### src/design/linear_interp_resampler_unit_macros.svh
// ----------------------------------------------------------------------------
// linear_interp_resampler_unit_macros.svh
// Assertion macros shared by the resampler RTL. The including module must
// have i_clk and i_rst_n in scope.
// ----------------------------------------------------------------------------
`ifndef LINEAR_INTERP_RESAMPLER_UNIT_MACROS_SVH
`define LINEAR_INTERP_RESAMPLER_UNIT_MACROS_SVH

// Same-cycle implication, checked out of reset.
`define LIRS_ASSERT_HOLDS(label, ante, cons, msg) \
    label: assert property (@(posedge i_clk) disable iff (!i_rst_n) (ante) |-> (cons)) \
        else $error(msg);

// Next-cycle implication, checked out of reset.
`define LIRS_ASSERT_NEXT(label, ante, cons, msg) \
    label: assert property (@(posedge i_clk) disable iff (!i_rst_n) (ante) |=> (cons)) \
        else $error(msg);

`endif

### src/design/lirs_pkg.sv
// ----------------------------------------------------------------------------
// lirs_pkg
// Shared constants and types of the linear interpolation resampler.
// ----------------------------------------------------------------------------
`default_nettype none

package lirs_pkg;

    localparam int SAMPLE_WIDTH_DEF = 16;
    localparam int WEIGHT_BITS_DEF  = 16;
    localparam int MAX_UPSAMPLE     = 16;
    localparam int MAX_DOWNSAMPLE   = 64;
    localparam int MAX_RESULTS      = 32;
    localparam int RES_CNT_W        = $clog2(MAX_RESULTS + 1);

    localparam int RATE_W           = 18;
    localparam int DIVN_W           = RATE_W + 1;   // rem + rate fits here
    localparam int INPUT_RATE_RST   = 48000;
    localparam int OUTPUT_RATE_RST  = 16000;

    localparam int QUEUE_DEPTH      = 2;

    localparam int APB_ADDR_W       = 3;
    localparam int APB_DATA_W       = 32;
    localparam int REG_IDX_LSB      = 2;

    typedef enum logic {
        REG_INPUT_RATE  = 1'b0,
        REG_OUTPUT_RATE = 1'b1
    } t_reg_idx;

    // Request to the shared divider. weight=1: quotient of (part << WB) / d.
    // weight=0: quotient and remainder of num / d.
    typedef struct packed {
        logic                start;
        logic                weight;
        logic [DIVN_W-1:0]   num;
        logic [RATE_W-1:0]   part;
    } t_div_req;

endpackage

`default_nettype wire

### src/design/lirs_fifo.sv
// ----------------------------------------------------------------------------
// lirs_fifo
// Small register queue, used for the command queue and the result queue.
// ----------------------------------------------------------------------------
`default_nettype none

module lirs_fifo import lirs_pkg::*; #(
    parameter int WIDTH = SAMPLE_WIDTH_DEF + 2,
    parameter int DEPTH = QUEUE_DEPTH
) (
    input  logic             i_clk,
    input  logic             i_rst_n,
    input  logic             i_push,
    input  logic [WIDTH-1:0] i_data,
    output logic             o_full,
    input  logic             i_pop,
    output logic [WIDTH-1:0] o_data,
    output logic             o_valid
);

    localparam int PTR_W = $clog2(DEPTH);
    localparam int CNT_W = $clog2(DEPTH + 1);

    logic [WIDTH-1:0] r_mem [DEPTH];
    logic [PTR_W-1:0] r_wptr;
    logic [PTR_W-1:0] r_rptr;
    logic [CNT_W-1:0] r_count;
    logic             wr;
    logic             rd;

    assign o_full  = (r_count == CNT_W'(DEPTH));
    assign o_valid = (r_count != '0);
    assign wr      = i_push && !o_full;
    assign rd      = i_pop && o_valid;
    assign o_data  = r_mem[r_rptr];

    always_ff @(posedge i_clk) begin
        if (!i_rst_n) begin
            r_wptr  <= '0;
            r_rptr  <= '0;
            r_count <= '0;
        end else begin
            if (wr) begin
                r_wptr <= r_wptr + 1'b1;
            end
            if (rd) begin
                r_rptr <= r_rptr + 1'b1;
            end
            if (wr && !rd) begin
                r_count <= r_count + 1'b1;
            end else if (rd && !wr) begin
                r_count <= r_count - 1'b1;
            end
        end
    end

    always_ff @(posedge i_clk) begin
        if (wr) begin
            r_mem[r_wptr] <= i_data;
        end
    end

endmodule

`default_nettype wire

### src/design/lirs_front.sv
// ----------------------------------------------------------------------------
// lirs_front
// Input side: accepts sample beats, checks the rate ratio and queues a
// command for the back end.
// ----------------------------------------------------------------------------
`default_nettype none

module lirs_front import lirs_pkg::*; #(
    parameter int SAMPLE_WIDTH = SAMPLE_WIDTH_DEF
) (
    input  logic                           i_clk,
    input  logic                           i_rst_n,
    input  logic                           i_push,
    output logic                           o_full,
    input  logic signed [SAMPLE_WIDTH-1:0] i_sample,
    input  logic                           i_last,
    input  logic        [RATE_W-1:0]       i_input_rate,
    input  logic        [RATE_W-1:0]       i_output_rate,
    output logic                           o_cmd_valid,
    output logic signed [SAMPLE_WIDTH-1:0] o_cmd_sample,
    output logic                           o_cmd_last,
    output logic                           o_cmd_err,
    input  logic                           i_cmd_pop
);

    localparam int CMD_W   = SAMPLE_WIDTH + 2;
    localparam int SCALE_W = $clog2(MAX_DOWNSAMPLE * MAX_UPSAMPLE + 1);
    localparam int CMPW    = RATE_W + SCALE_W;

    logic [CMPW-1:0]  up_lim;
    logic [CMPW-1:0]  dn_lim;
    logic             ratio_err;
    logic [CMD_W-1:0] cmd_data;

    assign up_lim = CMPW'(i_input_rate) * CMPW'(MAX_UPSAMPLE);
    assign dn_lim = CMPW'(i_output_rate) * CMPW'(MAX_DOWNSAMPLE);

    assign ratio_err = (i_input_rate == '0) || (i_output_rate == '0) ||
                       (CMPW'(i_output_rate) > up_lim) ||
                       (CMPW'(i_input_rate) > dn_lim);

    lirs_fifo #(
        .WIDTH (CMD_W),
        .DEPTH (QUEUE_DEPTH)
    ) u_cmd_q (
        .i_clk   (i_clk),
        .i_rst_n (i_rst_n),
        .i_push  (i_push),
        .i_data  ({ratio_err, i_last, i_sample}),
        .o_full  (o_full),
        .i_pop   (i_cmd_pop),
        .o_data  (cmd_data),
        .o_valid (o_cmd_valid)
    );

    assign o_cmd_err    = cmd_data[CMD_W-1];
    assign o_cmd_last   = cmd_data[CMD_W-2];
    assign o_cmd_sample = cmd_data[SAMPLE_WIDTH-1:0];

endmodule

`default_nettype wire

### src/design/lirs_div.sv
// ----------------------------------------------------------------------------
// lirs_div
// Restoring divider by the output rate, one quotient bit per cycle.
// Serves the phase advance, the remainder fold and the blend weight.
// ----------------------------------------------------------------------------
`default_nettype none

module lirs_div import lirs_pkg::*; #(
    parameter int WEIGHT_BITS = WEIGHT_BITS_DEF
) (
    input  logic              i_clk,
    input  logic              i_rst_n,
    input  t_div_req          i_req,
    input  logic [RATE_W-1:0] i_divisor,
    output logic              o_done,
    output logic [(WEIGHT_BITS > DIVN_W ? WEIGHT_BITS : DIVN_W)-1:0] o_quot,
    output logic [RATE_W-1:0] o_rem
);

    localparam int QW  = (WEIGHT_BITS > DIVN_W) ? WEIGHT_BITS : DIVN_W;
    localparam int STW = $clog2(QW + 1);

    logic              r_busy;
    logic              r_done;
    logic [STW-1:0]    r_cnt;
    logic [RATE_W-1:0] r_part;
    logic [QW-1:0]     r_x;
    logic [QW-1:0]     r_q;
    logic [RATE_W:0]   trial;
    logic [RATE_W:0]   diff;
    logic              ge;

    // partial remainder stays below the divisor, so trial < 2*divisor
    assign trial = {r_part, r_x[QW-1]};
    assign ge    = (trial >= {1'b0, i_divisor});
    assign diff  = trial - {1'b0, i_divisor};

    assign o_done = r_done;
    assign o_quot = r_q;
    assign o_rem  = r_part;

    always_ff @(posedge i_clk) begin
        if (!i_rst_n) begin
            r_busy <= 1'b0;
            r_done <= 1'b0;
        end else begin
            r_done <= r_busy && (r_cnt == STW'(1));
            if (i_req.start) begin
                r_busy <= 1'b1;
            end else if (r_busy && (r_cnt == STW'(1))) begin
                r_busy <= 1'b0;
            end
        end
    end

    always_ff @(posedge i_clk) begin
        if (i_req.start) begin
            r_q <= '0;
            if (i_req.weight) begin
                r_part <= i_req.part;
                r_x    <= '0;
                r_cnt  <= STW'(WEIGHT_BITS);
            end else begin
                r_part <= '0;
                r_x    <= QW'(i_req.num) << (QW - DIVN_W);
                r_cnt  <= STW'(DIVN_W);
            end
        end else if (r_busy) begin
            r_part <= ge ? diff[RATE_W-1:0] : trial[RATE_W-1:0];
            r_x    <= r_x << 1;
            r_q    <= {r_q[QW-2:0], ge};
            r_cnt  <= r_cnt - 1'b1;
        end
    end

endmodule

`default_nettype wire

### src/design/lirs_back.sv
// ----------------------------------------------------------------------------
// lirs_back
// Execution side: walks the output positions that fall on each input,
// blends neighbors and pushes results, marking the last of an utterance.
// ----------------------------------------------------------------------------
`default_nettype none

module lirs_back import lirs_pkg::*; #(
    parameter int SAMPLE_WIDTH = SAMPLE_WIDTH_DEF,
    parameter int WEIGHT_BITS  = WEIGHT_BITS_DEF
) (
    input  logic                           i_clk,
    input  logic                           i_rst_n,
    input  logic        [RATE_W-1:0]       i_input_rate,
    input  logic        [RATE_W-1:0]       i_output_rate,
    input  logic                           i_cmd_valid,
    input  logic signed [SAMPLE_WIDTH-1:0] i_cmd_sample,
    input  logic                           i_cmd_last,
    input  logic                           i_cmd_err,
    output logic                           o_cmd_pop,
    input  logic                           i_res_full,
    output logic                           o_res_push,
    output logic signed [SAMPLE_WIDTH-1:0] o_res_sample,
    output logic                           o_res_last,
    output logic                           o_res_err
);

    localparam int SW = SAMPLE_WIDTH;
    localparam int WB = WEIGHT_BITS;
    localparam int QW = (WB > DIVN_W) ? WB : DIVN_W;
    localparam int PW = SW + WB + 2;
    localparam logic signed [PW-1:0] HALF = PW'(1) <<< (WB - 1);

    typedef enum logic [8:0] {
        ST_IDLE  = 9'b000000001,
        ST_FOLD  = 9'b000000010,
        ST_LOOP  = 9'b000000100,
        ST_WDIV  = 9'b000001000,
        ST_BLEND = 9'b000010000,
        ST_PUT   = 9'b000100000,
        ST_ADV   = 9'b001000000,
        ST_DONE  = 9'b010000000,
        ST_ERR   = 9'b100000000
    } t_back_state;

    t_back_state           r_state, n_state;
    logic                  r_have, n_have;
    logic [31:0]           r_cnt, n_cnt;
    logic [31:0]           r_nidx, n_nidx;
    logic [RATE_W-1:0]     r_rem, n_rem;
    logic                  r_pend_valid, n_pend_valid;
    logic [RES_CNT_W-1:0]  r_n, n_n;

    logic signed [SW-1:0]  r_s, n_s;
    logic                  r_last, n_last;
    logic signed [SW-1:0]  r_prev, n_prev;
    logic signed [SW-1:0]  r_res, n_res;
    logic signed [SW-1:0]  r_pend, n_pend;
    logic signed [PW-1:0]  r_prod, n_prod;

    t_div_req              div_req;
    logic                  div_done;
    logic [QW-1:0]         div_quot;
    logic [RATE_W-1:0]     div_rem;

    logic [DIVN_W-1:0]     sum_ri;
    logic                  cap_ok;
    logic                  cond_a;
    logic                  cond_b;
    logic signed [SW:0]    diff;
    logic signed [WB:0]    w_s;
    logic signed [PW-1:0]  rnd;
    logic signed [PW-1:0]  sh;
    logic [SW:0]           blend_sum;

    lirs_div #(
        .WEIGHT_BITS (WB)
    ) u_div (
        .i_clk     (i_clk),
        .i_rst_n   (i_rst_n),
        .i_req     (div_req),
        .i_divisor (i_output_rate),
        .o_done    (div_done),
        .o_quot    (div_quot),
        .o_rem     (div_rem)
    );

    assign sum_ri = {1'b0, r_rem} + {1'b0, i_input_rate};
    assign cap_ok = (r_n < RES_CNT_W'(MAX_RESULTS));

    // output between previous and current input
    assign cond_a = r_have && (r_nidx == (r_cnt - 32'd1)) &&
                    !(r_last && (sum_ri > {i_output_rate, 1'b0}));
    // output on the last input itself, only while it is still in range
    assign cond_b = r_last && (r_nidx == r_cnt) &&
                    !(sum_ri > {1'b0, i_output_rate});

    // a + round((b - a) * w / 2^WB)
    assign diff      = $signed({r_s[SW-1], r_s}) - $signed({r_prev[SW-1], r_prev});
    assign w_s       = $signed({1'b0, div_quot[WB-1:0]});
    assign rnd       = r_prod + HALF;
    assign sh        = rnd >>> WB;
    assign blend_sum = {r_prev[SW-1], r_prev} + sh[SW:0];

    always_comb begin
        n_state      = r_state;
        n_have       = r_have;
        n_cnt        = r_cnt;
        n_nidx       = r_nidx;
        n_rem        = r_rem;
        n_pend_valid = r_pend_valid;
        n_n          = r_n;
        n_s          = r_s;
        n_last       = r_last;
        n_prev       = r_prev;
        n_res        = r_res;
        n_pend       = r_pend;
        n_prod       = r_prod;
        div_req      = '0;
        o_cmd_pop    = 1'b0;
        o_res_push   = 1'b0;
        o_res_sample = r_pend;
        o_res_last   = 1'b0;
        o_res_err    = 1'b0;

        unique case (r_state)
            ST_IDLE: begin
                if (i_cmd_valid) begin
                    o_cmd_pop = 1'b1;
                    n_s       = i_cmd_sample;
                    n_last    = i_cmd_last;
                    n_n       = '0;
                    if (i_cmd_err) begin
                        n_state = ST_ERR;
                    end else if (r_rem >= i_output_rate) begin
                        // rates changed since the last beat
                        div_req.start  = 1'b1;
                        div_req.weight = 1'b0;
                        div_req.num    = {1'b0, r_rem};
                        n_state        = ST_FOLD;
                    end else begin
                        n_state = ST_LOOP;
                    end
                end
            end
            ST_FOLD: begin
                if (div_done) begin
                    n_nidx  = r_nidx + 32'(div_quot[DIVN_W-1:0]);
                    n_rem   = div_rem;
                    n_state = ST_LOOP;
                end
            end
            ST_LOOP: begin
                if (cap_ok && cond_a) begin
                    div_req.start  = 1'b1;
                    div_req.weight = 1'b1;
                    div_req.part   = r_rem;
                    n_state        = ST_WDIV;
                end else if (cap_ok && cond_b) begin
                    n_res   = r_s;
                    n_state = ST_PUT;
                end else begin
                    n_state = ST_DONE;
                end
            end
            ST_WDIV: begin
                if (div_done) begin
                    n_prod  = diff * w_s;
                    n_state = ST_BLEND;
                end
            end
            ST_BLEND: begin
                n_res   = blend_sum[SW-1:0];
                n_state = ST_PUT;
            end
            ST_PUT: begin
                // hold the newest result back until we know if it is the final one
                if (!r_pend_valid || !i_res_full) begin
                    o_res_push     = r_pend_valid;
                    n_pend         = r_res;
                    n_pend_valid   = 1'b1;
                    n_n            = r_n + 1'b1;
                    div_req.start  = 1'b1;
                    div_req.weight = 1'b0;
                    div_req.num    = sum_ri;
                    n_state        = ST_ADV;
                end
            end
            ST_ADV: begin
                if (div_done) begin
                    n_nidx  = r_nidx + 32'(div_quot[DIVN_W-1:0]);
                    n_rem   = div_rem;
                    n_state = ST_LOOP;
                end
            end
            ST_DONE: begin
                if (!r_pend_valid || !i_res_full) begin
                    o_res_push   = r_pend_valid;
                    o_res_last   = r_last;
                    n_pend_valid = 1'b0;
                    if (r_last) begin
                        n_have = 1'b0;
                        n_cnt  = '0;
                        n_nidx = '0;
                        n_rem  = '0;
                    end else begin
                        n_prev = r_s;
                        n_have = 1'b1;
                        n_cnt  = r_cnt + 32'd1;
                    end
                    n_state = ST_IDLE;
                end
            end
            ST_ERR: begin
                if (!i_res_full) begin
                    o_res_push   = 1'b1;
                    o_res_sample = r_s;
                    o_res_last   = r_last;
                    o_res_err    = 1'b1;
                    n_have       = 1'b0;
                    n_cnt        = '0;
                    n_nidx       = '0;
                    n_rem        = '0;
                    n_state      = ST_IDLE;
                end
            end
            default: begin
                n_state = ST_IDLE;
            end
        endcase
    end

    always_ff @(posedge i_clk) begin
        if (!i_rst_n) begin
            r_state      <= ST_IDLE;
            r_have       <= 1'b0;
            r_cnt        <= '0;
            r_nidx       <= '0;
            r_rem        <= '0;
            r_pend_valid <= 1'b0;
            r_n          <= '0;
        end else begin
            r_state      <= n_state;
            r_have       <= n_have;
            r_cnt        <= n_cnt;
            r_nidx       <= n_nidx;
            r_rem        <= n_rem;
            r_pend_valid <= n_pend_valid;
            r_n          <= n_n;
        end
    end

    always_ff @(posedge i_clk) begin
        r_s    <= n_s;
        r_last <= n_last;
        r_prev <= n_prev;
        r_res  <= n_res;
        r_pend <= n_pend;
        r_prod <= n_prod;
    end

endmodule

`default_nettype wire

### src/design/linear_interp_resampler_unit.sv
// ----------------------------------------------------------------------------
// linear_interp_resampler_unit
// Streaming linear-interpolation sample rate converter for one utterance of
// signed mono samples, with an APB register port for the two rates.
// ----------------------------------------------------------------------------
// Samples go in through a push/full queue port and results come out through
// an empty/pop port; output i sits at input position i*input_rate/output_rate
// and blends its two neighbors by a truncated WEIGHT_BITS weight. The beat
// that carries last_in ends the utterance: its final result carries last_out
// and the phase state clears. With an unsupported ratio (a zero rate, more
// than 16x up or 64x down) each input comes straight back with ratio_error
// set. Every blended result takes a WEIGHT_BITS-step weight division and a
// 19-step phase-advance division, one quotient bit per cycle in the shared
// divider; every result that repeats the last sample takes the phase-advance
// division alone. A beat whose phase remainder no longer fits a new output
// rate adds one more division, and a full output queue stalls the back end.
// Two beats can wait ahead of the back end; behind it one result is held in
// the back end and two more in the output queue. Register 0 (address 0x0) is
// input_rate, register 1 (address 0x4) is output_rate, 18 bits each; write
// them only while the block is idle.
// ----------------------------------------------------------------------------
`default_nettype none
`include "linear_interp_resampler_unit_macros.svh"

module linear_interp_resampler_unit import lirs_pkg::*; #(
    parameter int SAMPLE_WIDTH = SAMPLE_WIDTH_DEF,
    parameter int WEIGHT_BITS  = WEIGHT_BITS_DEF
) (
    input  logic                           i_clk,
    input  logic                           i_rst_n,
    input  logic                           push,
    output logic                           full,
    input  logic signed [SAMPLE_WIDTH-1:0] i_sample_in,
    input  logic                           i_last_in,
    output logic                           empty,
    input  logic                           pop,
    output logic signed [SAMPLE_WIDTH-1:0] o_sample_out,
    output logic                           o_last_out,
    output logic                           o_ratio_error,
    input  logic                           psel,
    input  logic                           penable,
    input  logic                           pwrite,
    input  logic [APB_ADDR_W-1:0]          paddr,
    input  logic [APB_DATA_W-1:0]          pwdata,
    output logic [APB_DATA_W-1:0]          prdata,
    output logic                           pready
);

    localparam int RES_W = SAMPLE_WIDTH + 2;

    logic [RATE_W-1:0]              r_input_rate;
    logic [RATE_W-1:0]              r_output_rate;
    logic                           cfg_wr;

    logic                           cmd_valid;
    logic signed [SAMPLE_WIDTH-1:0] cmd_sample;
    logic                           cmd_last;
    logic                           cmd_err;
    logic                           cmd_pop;

    logic                           res_push;
    logic                           res_full;
    logic signed [SAMPLE_WIDTH-1:0] res_sample;
    logic                           res_last;
    logic                           res_err;
    logic [RES_W-1:0]               res_data;
    logic                           res_valid;

    // APB register file
    assign pready = 1'b1;
    assign cfg_wr = psel && penable && pwrite && pready;

    always_ff @(posedge i_clk) begin
        if (!i_rst_n) begin
            r_input_rate  <= RATE_W'(INPUT_RATE_RST);
            r_output_rate <= RATE_W'(OUTPUT_RATE_RST);
        end else if (cfg_wr) begin
            unique case (paddr[REG_IDX_LSB])
                REG_INPUT_RATE:  r_input_rate  <= pwdata[RATE_W-1:0];
                REG_OUTPUT_RATE: r_output_rate <= pwdata[RATE_W-1:0];
                default:         r_input_rate  <= r_input_rate;
            endcase
        end
    end

    always_comb begin
        unique case (paddr[REG_IDX_LSB])
            REG_INPUT_RATE:  prdata = APB_DATA_W'(r_input_rate);
            REG_OUTPUT_RATE: prdata = APB_DATA_W'(r_output_rate);
            default:         prdata = '0;
        endcase
    end

    lirs_front #(
        .SAMPLE_WIDTH (SAMPLE_WIDTH)
    ) u_front (
        .i_clk         (i_clk),
        .i_rst_n       (i_rst_n),
        .i_push        (push),
        .o_full        (full),
        .i_sample      (i_sample_in),
        .i_last        (i_last_in),
        .i_input_rate  (r_input_rate),
        .i_output_rate (r_output_rate),
        .o_cmd_valid   (cmd_valid),
        .o_cmd_sample  (cmd_sample),
        .o_cmd_last    (cmd_last),
        .o_cmd_err     (cmd_err),
        .i_cmd_pop     (cmd_pop)
    );

    lirs_back #(
        .SAMPLE_WIDTH (SAMPLE_WIDTH),
        .WEIGHT_BITS  (WEIGHT_BITS)
    ) u_back (
        .i_clk         (i_clk),
        .i_rst_n       (i_rst_n),
        .i_input_rate  (r_input_rate),
        .i_output_rate (r_output_rate),
        .i_cmd_valid   (cmd_valid),
        .i_cmd_sample  (cmd_sample),
        .i_cmd_last    (cmd_last),
        .i_cmd_err     (cmd_err),
        .o_cmd_pop     (cmd_pop),
        .i_res_full    (res_full),
        .o_res_push    (res_push),
        .o_res_sample  (res_sample),
        .o_res_last    (res_last),
        .o_res_err     (res_err)
    );

    lirs_fifo #(
        .WIDTH (RES_W),
        .DEPTH (QUEUE_DEPTH)
    ) u_res_q (
        .i_clk   (i_clk),
        .i_rst_n (i_rst_n),
        .i_push  (res_push),
        .i_data  ({res_err, res_last, res_sample}),
        .o_full  (res_full),
        .i_pop   (pop),
        .o_data  (res_data),
        .o_valid (res_valid)
    );

    assign empty         = !res_valid;
    assign o_ratio_error = res_data[RES_W-1];
    assign o_last_out    = res_data[RES_W-2];
    assign o_sample_out  = res_data[SAMPLE_WIDTH-1:0];

    `LIRS_ASSERT_HOLDS(a_res_no_overflow, res_push, !res_full, "result beat pushed while full")
    `LIRS_ASSERT_HOLDS(a_cmd_pop_valid, cmd_pop, cmd_valid, "command popped from empty queue")
    `LIRS_ASSERT_NEXT(a_pop_frees_slot, cmd_pop, !full, "input still full after command pop")

endmodule

`default_nettype wire
### config.mk
export PLATFORM = sky130hd
export DESIGN_NAME = linear_interp_resampler_unit
export DESIGN_NICKNAME = d
export VERILOG_FILES = /design/src/design/lirs_pkg.sv /design/src/design/lirs_fifo.sv /design/src/design/lirs_front.sv /design/src/design/lirs_div.sv /design/src/design/lirs_back.sv /design/src/design/linear_interp_resampler_unit.sv
export VERILOG_INCLUDE_DIRS = /design/src /design/src/design
export SDC_FILE = /design/constraint.sdc
export NUM_CORES = 2
export LEC_CHECK = 0
export ABC_AREA = 0
export BUFFER_PORTS_ARGS = -buffer_cell sky130_fd_sc_hd__buf_4
export CAP_MARGIN = 20
export CELL_PAD_IN_SITES_DETAIL_PLACEMENT = 1
export CELL_PAD_IN_SITES_GLOBAL_PLACEMENT = 1
export CORE_UTILIZATION = 50
export DETAILED_ROUTE_END_ITERATION = 12
export PLACE_DENSITY = 0.94
export SLEW_MARGIN = 40
export SYNTH_ARGS = -nofsm -noshare
export SYNTH_HDL_FRONTEND = slang
export SYNTH_SLANG_ARGS = --single-unit
### constraint.sdc
create_clock -name i_clk -period 9.5 [get_ports i_clk]
set_clock_uncertainty 0.1 [all_clocks]
set_input_delay 2.375 -clock i_clk [delete_from_list [all_inputs] [get_ports i_clk]]
set_output_delay 2.375 -clock i_clk [all_outputs]
set_load 0.05 [all_outputs]
==> flow_summary.toml <==
[outcome]
status = "finished with violations"
violations = "negative setup slack"

[detailed_routing]
drc = 0
avgRoutedWirePerCell_um = 29.1
drt_first_pass_iters = 8
ant_nets = 0
drt_first_iter_violations = 3089
vias = 28500
routed_wl_um = 125000
viasPerCell = 6.62

[timing]
max_slew_margin_pct = 22.4
drv_slew = 0
tns_ns = -0.811
hold_viol = 0
rsz0062_at_grt = "yes"
worst_pin_slew_ns = 1.15
hold_slack_ns = 0.322
period_needed_ns = 9.74
fin_ws_ns = -0.244
post-route-period-util_pct = 103
finalSetupViolCount = 5
fmax_ghz = 0.103

[power]
p_leak_nw = 15.3
power_density_nw_per_um2 = 192
comb_power_share_pct = 45.2
p_sw_share_pct = 44.5
p_int_mw = 3.69
seq_power_share_pct = 29.6
netSwitchingPower_mw = 2.96
ir_drop_uv = 140
p_clk_share_pct = 25.2

[global_routing]
grt_max_degree = 80
grt_pass1_wl_um = 180000
antenna_found_initial = 8
grt_overflow = 0
grt_pass1_vias = 31100
track_usage_pct = 36.8

[final_layout]
drive_gt1_share_pct = 9.19
final_common_cell = "inv_1"
syn2layout_area_growth_pct = 9.41
multi_input_area_sq_um = 20200
stdcell_area_sq_um = 34600
regArea_sq_um = 9220
final_cell_mix = "456 x inv_1, 328 x nand2_1, 264 x fa_1, 257 x ha_1, 201 x nor2_1"
final_nets = 4011
fillers = 6943
stdcell_count = 4303

[worst_setup_path]
critPathCaptureType = "flip-flop"
critPathMaxStageDelay_ns = 0.72
path_class = "reg -> reg"
crit_slowest_cell = "fa_1"
path_max_fanout = 13
cp_data_arrival_time_ns = 10.00
start_kind = "flip-flop"
cp.required_ns = 9.75
crit_top_cell = "fa_1"

[synth]
ys.flop_type = "edfxtp_1"
ys_warn_count = 0
synth_cell_types = 77
synth-edff-count = 196
syn_area_per_cell_sq_um = 9.31
seq_area_frac_synth_pct = 29.1
syn_inst = 3395
synth_seq_cells = 362
async_flop_share_pct = 0
syn_area_sq_um = 31600

[clocking]
worstSkewPairLatency_ns = 0.63
root_buffer = "clkbuf_16"
h-tree-depth = 2
tritoncts = "built"
clkTransAtPathRegs_ns = 0.07
cts_sinks = 362
clock_path_buffers = 3
cts_buffers = 41

[floorplan]
design.core.area_sq_um = 62100
start_util_pct = 50.9
rows = 91
die_y_um = 253
die_area_sq_um = 64200
ioPinCount = 112
fp.dieW_um = 253

[placement]
dp_cells = 4221
pre_cts_ws_ns = 0.0758
gp_congestion = 0.894
detailed_place_hpwl_um = 80900
io_buffers = 80
dpl_cell_area_sq_um = 33100

[flow_run]
drv_cap = 0

[hold_path]
hp-class = "reg -> reg"
## metal layers
metal	GRT usage [%]	vias to the layer above	wire [um]
met5	0	-	52
met4	27.6	8	12200
met3	8.53	950	13400
met2	62.9	2209	58300
met1	39.7	13800	41000
li1	-	11500	-
## kinds of logic (layout without fill, tap and decap cells)
family | Yosys count | in the layout | synth area share [%]
AOI/OAI and AO/OA | 589 | 589 | 11.8
xor gates and xnor gates | 183 | 183 | 5.07
adders and majority gates | 521 | 521 | 26.9
buffers and inverters | 611 | 664 | 7.58
DFF | 362 | 362 | 29.1
muxes | 91 | 91 | 3.11
other | 2 | 20 | 0.0238
and+or+nand+nor | 1036 | 1036 | 16.4
## timing repair
| item | CTS | global route |
|---|---|---|
| endpoints found under the setup margin | 4 | 6 |
| pin swaps | 0 | 2 |
| hold buffers | 0 | 0 |
| setup buffers | 0 | 4 |
| gates resized for setup | 6 | 12 |
## per-stage QoR
stage	power, mW	util, %
final	6.65	55.7
after global routing	6.79	55.7
after CTS	6.35	55.6
after detailed placement	4.58	53.4
after global placement	4.25	53.2
after floorplan	3.51	-
## flip-flops by register name, indices dropped and copies added, names as in the netlist, 2 cells and up, named ones only
name and count:
u_res_q.r_mem 36, u_front.u_cmd_q.r_mem 36, u_back.r_n 6, u_back.u_div.r_cnt 5, u_back.r_s 16, u_front.u_cmd_q.r_count 2, u_back.u_div.o_quot 19, u_res_q.r_count 2
u_back.r_rem 18, r_output_rate 18, u_back.r_cnt 32, u_back.u_div.o_rem 18, u_back.r_prev 16, u_back.r_nidx 32, u_back.r_state 9, u_back.r_res 16
u_back.r_pend 16, u_back.u_div.r_x 19, r_input_rate 18, u_back.r_prod 17
## layout make-up
type	instances	area share, %
repair buffers	134	2.93
inverters	457	4.96
clock buffers	54	3.25
multi-input cells	2435	58.5
clock inverters	19	0.655
diodes	5	0.0362
well taps	837	3.03
flip-flops and latches	362	26.7
## power groups by stage
stage / clock network, mW / registers, mW / logic (mW)
floorplan: 0 / 1.89 / 1.61
global placement: 0 / 1.96 / 2.29
detailed placement: 0 / 1.98 / 2.60
CTS: 1.68 / 1.95 / 2.72
global route: 1.72 / 1.97 / 3.10
finish: 1.68 / 1.97 / 3.00
## synthesized netlist by cell type (all sizes together), types with 69 or more instances
library cell | number | area [sq um]
o21ai | 150 | 751
ha | 257 | 3220
xor2 | 69 | 604
a21oi | 155 | 776
nor2 | 204 | 773
inv | 457 | 1720
nor3 | 69 | 375
edfxtp | 196 | 5890
dfxtp | 166 | 3320
nand3 | 69 | 345
fa | 264 | 5290
clkbuf | 114 | 428
and2 | 137 | 857
xnor2 | 114 | 998
nand2 | 330 | 1240
## worst max-delay path: cells and delay by family (launching register included)
family	cells	cell delay (ns)
adder cells (fa/ha/maj)	8	4.06
AND/OR/NAND/NOR	4	0.80
AO/OA/AOI/OAI	13	2.93
XOR/XNOR	1	0.22
flip-flops	1	0.46
buffers and inverters	7	0.88
## final timing paths
check | startpoint | end | slack (ns) | depth (start not counted)
min reg2reg | u_back.r_res[5]$_DFFE_PP_ | u_back.r_pend[5]$_DFFE_PP_ | 0.32 | 0
min | u_back.r_res[5]$_DFFE_PP_ | u_back.r_pend[5]$_DFFE_PP_ | 0.32 | 0
max | u_back.r_prev[1]$_DFFE_PP_ | u_back.r_prod[28]$_DFFE_PP_ | -0.24 | 33
max reg2reg | u_back.r_prev[1]$_DFFE_PP_ | u_back.r_prod[28]$_DFFE_PP_ | -0.24 | 33
(Power assumes the default switching activity.)
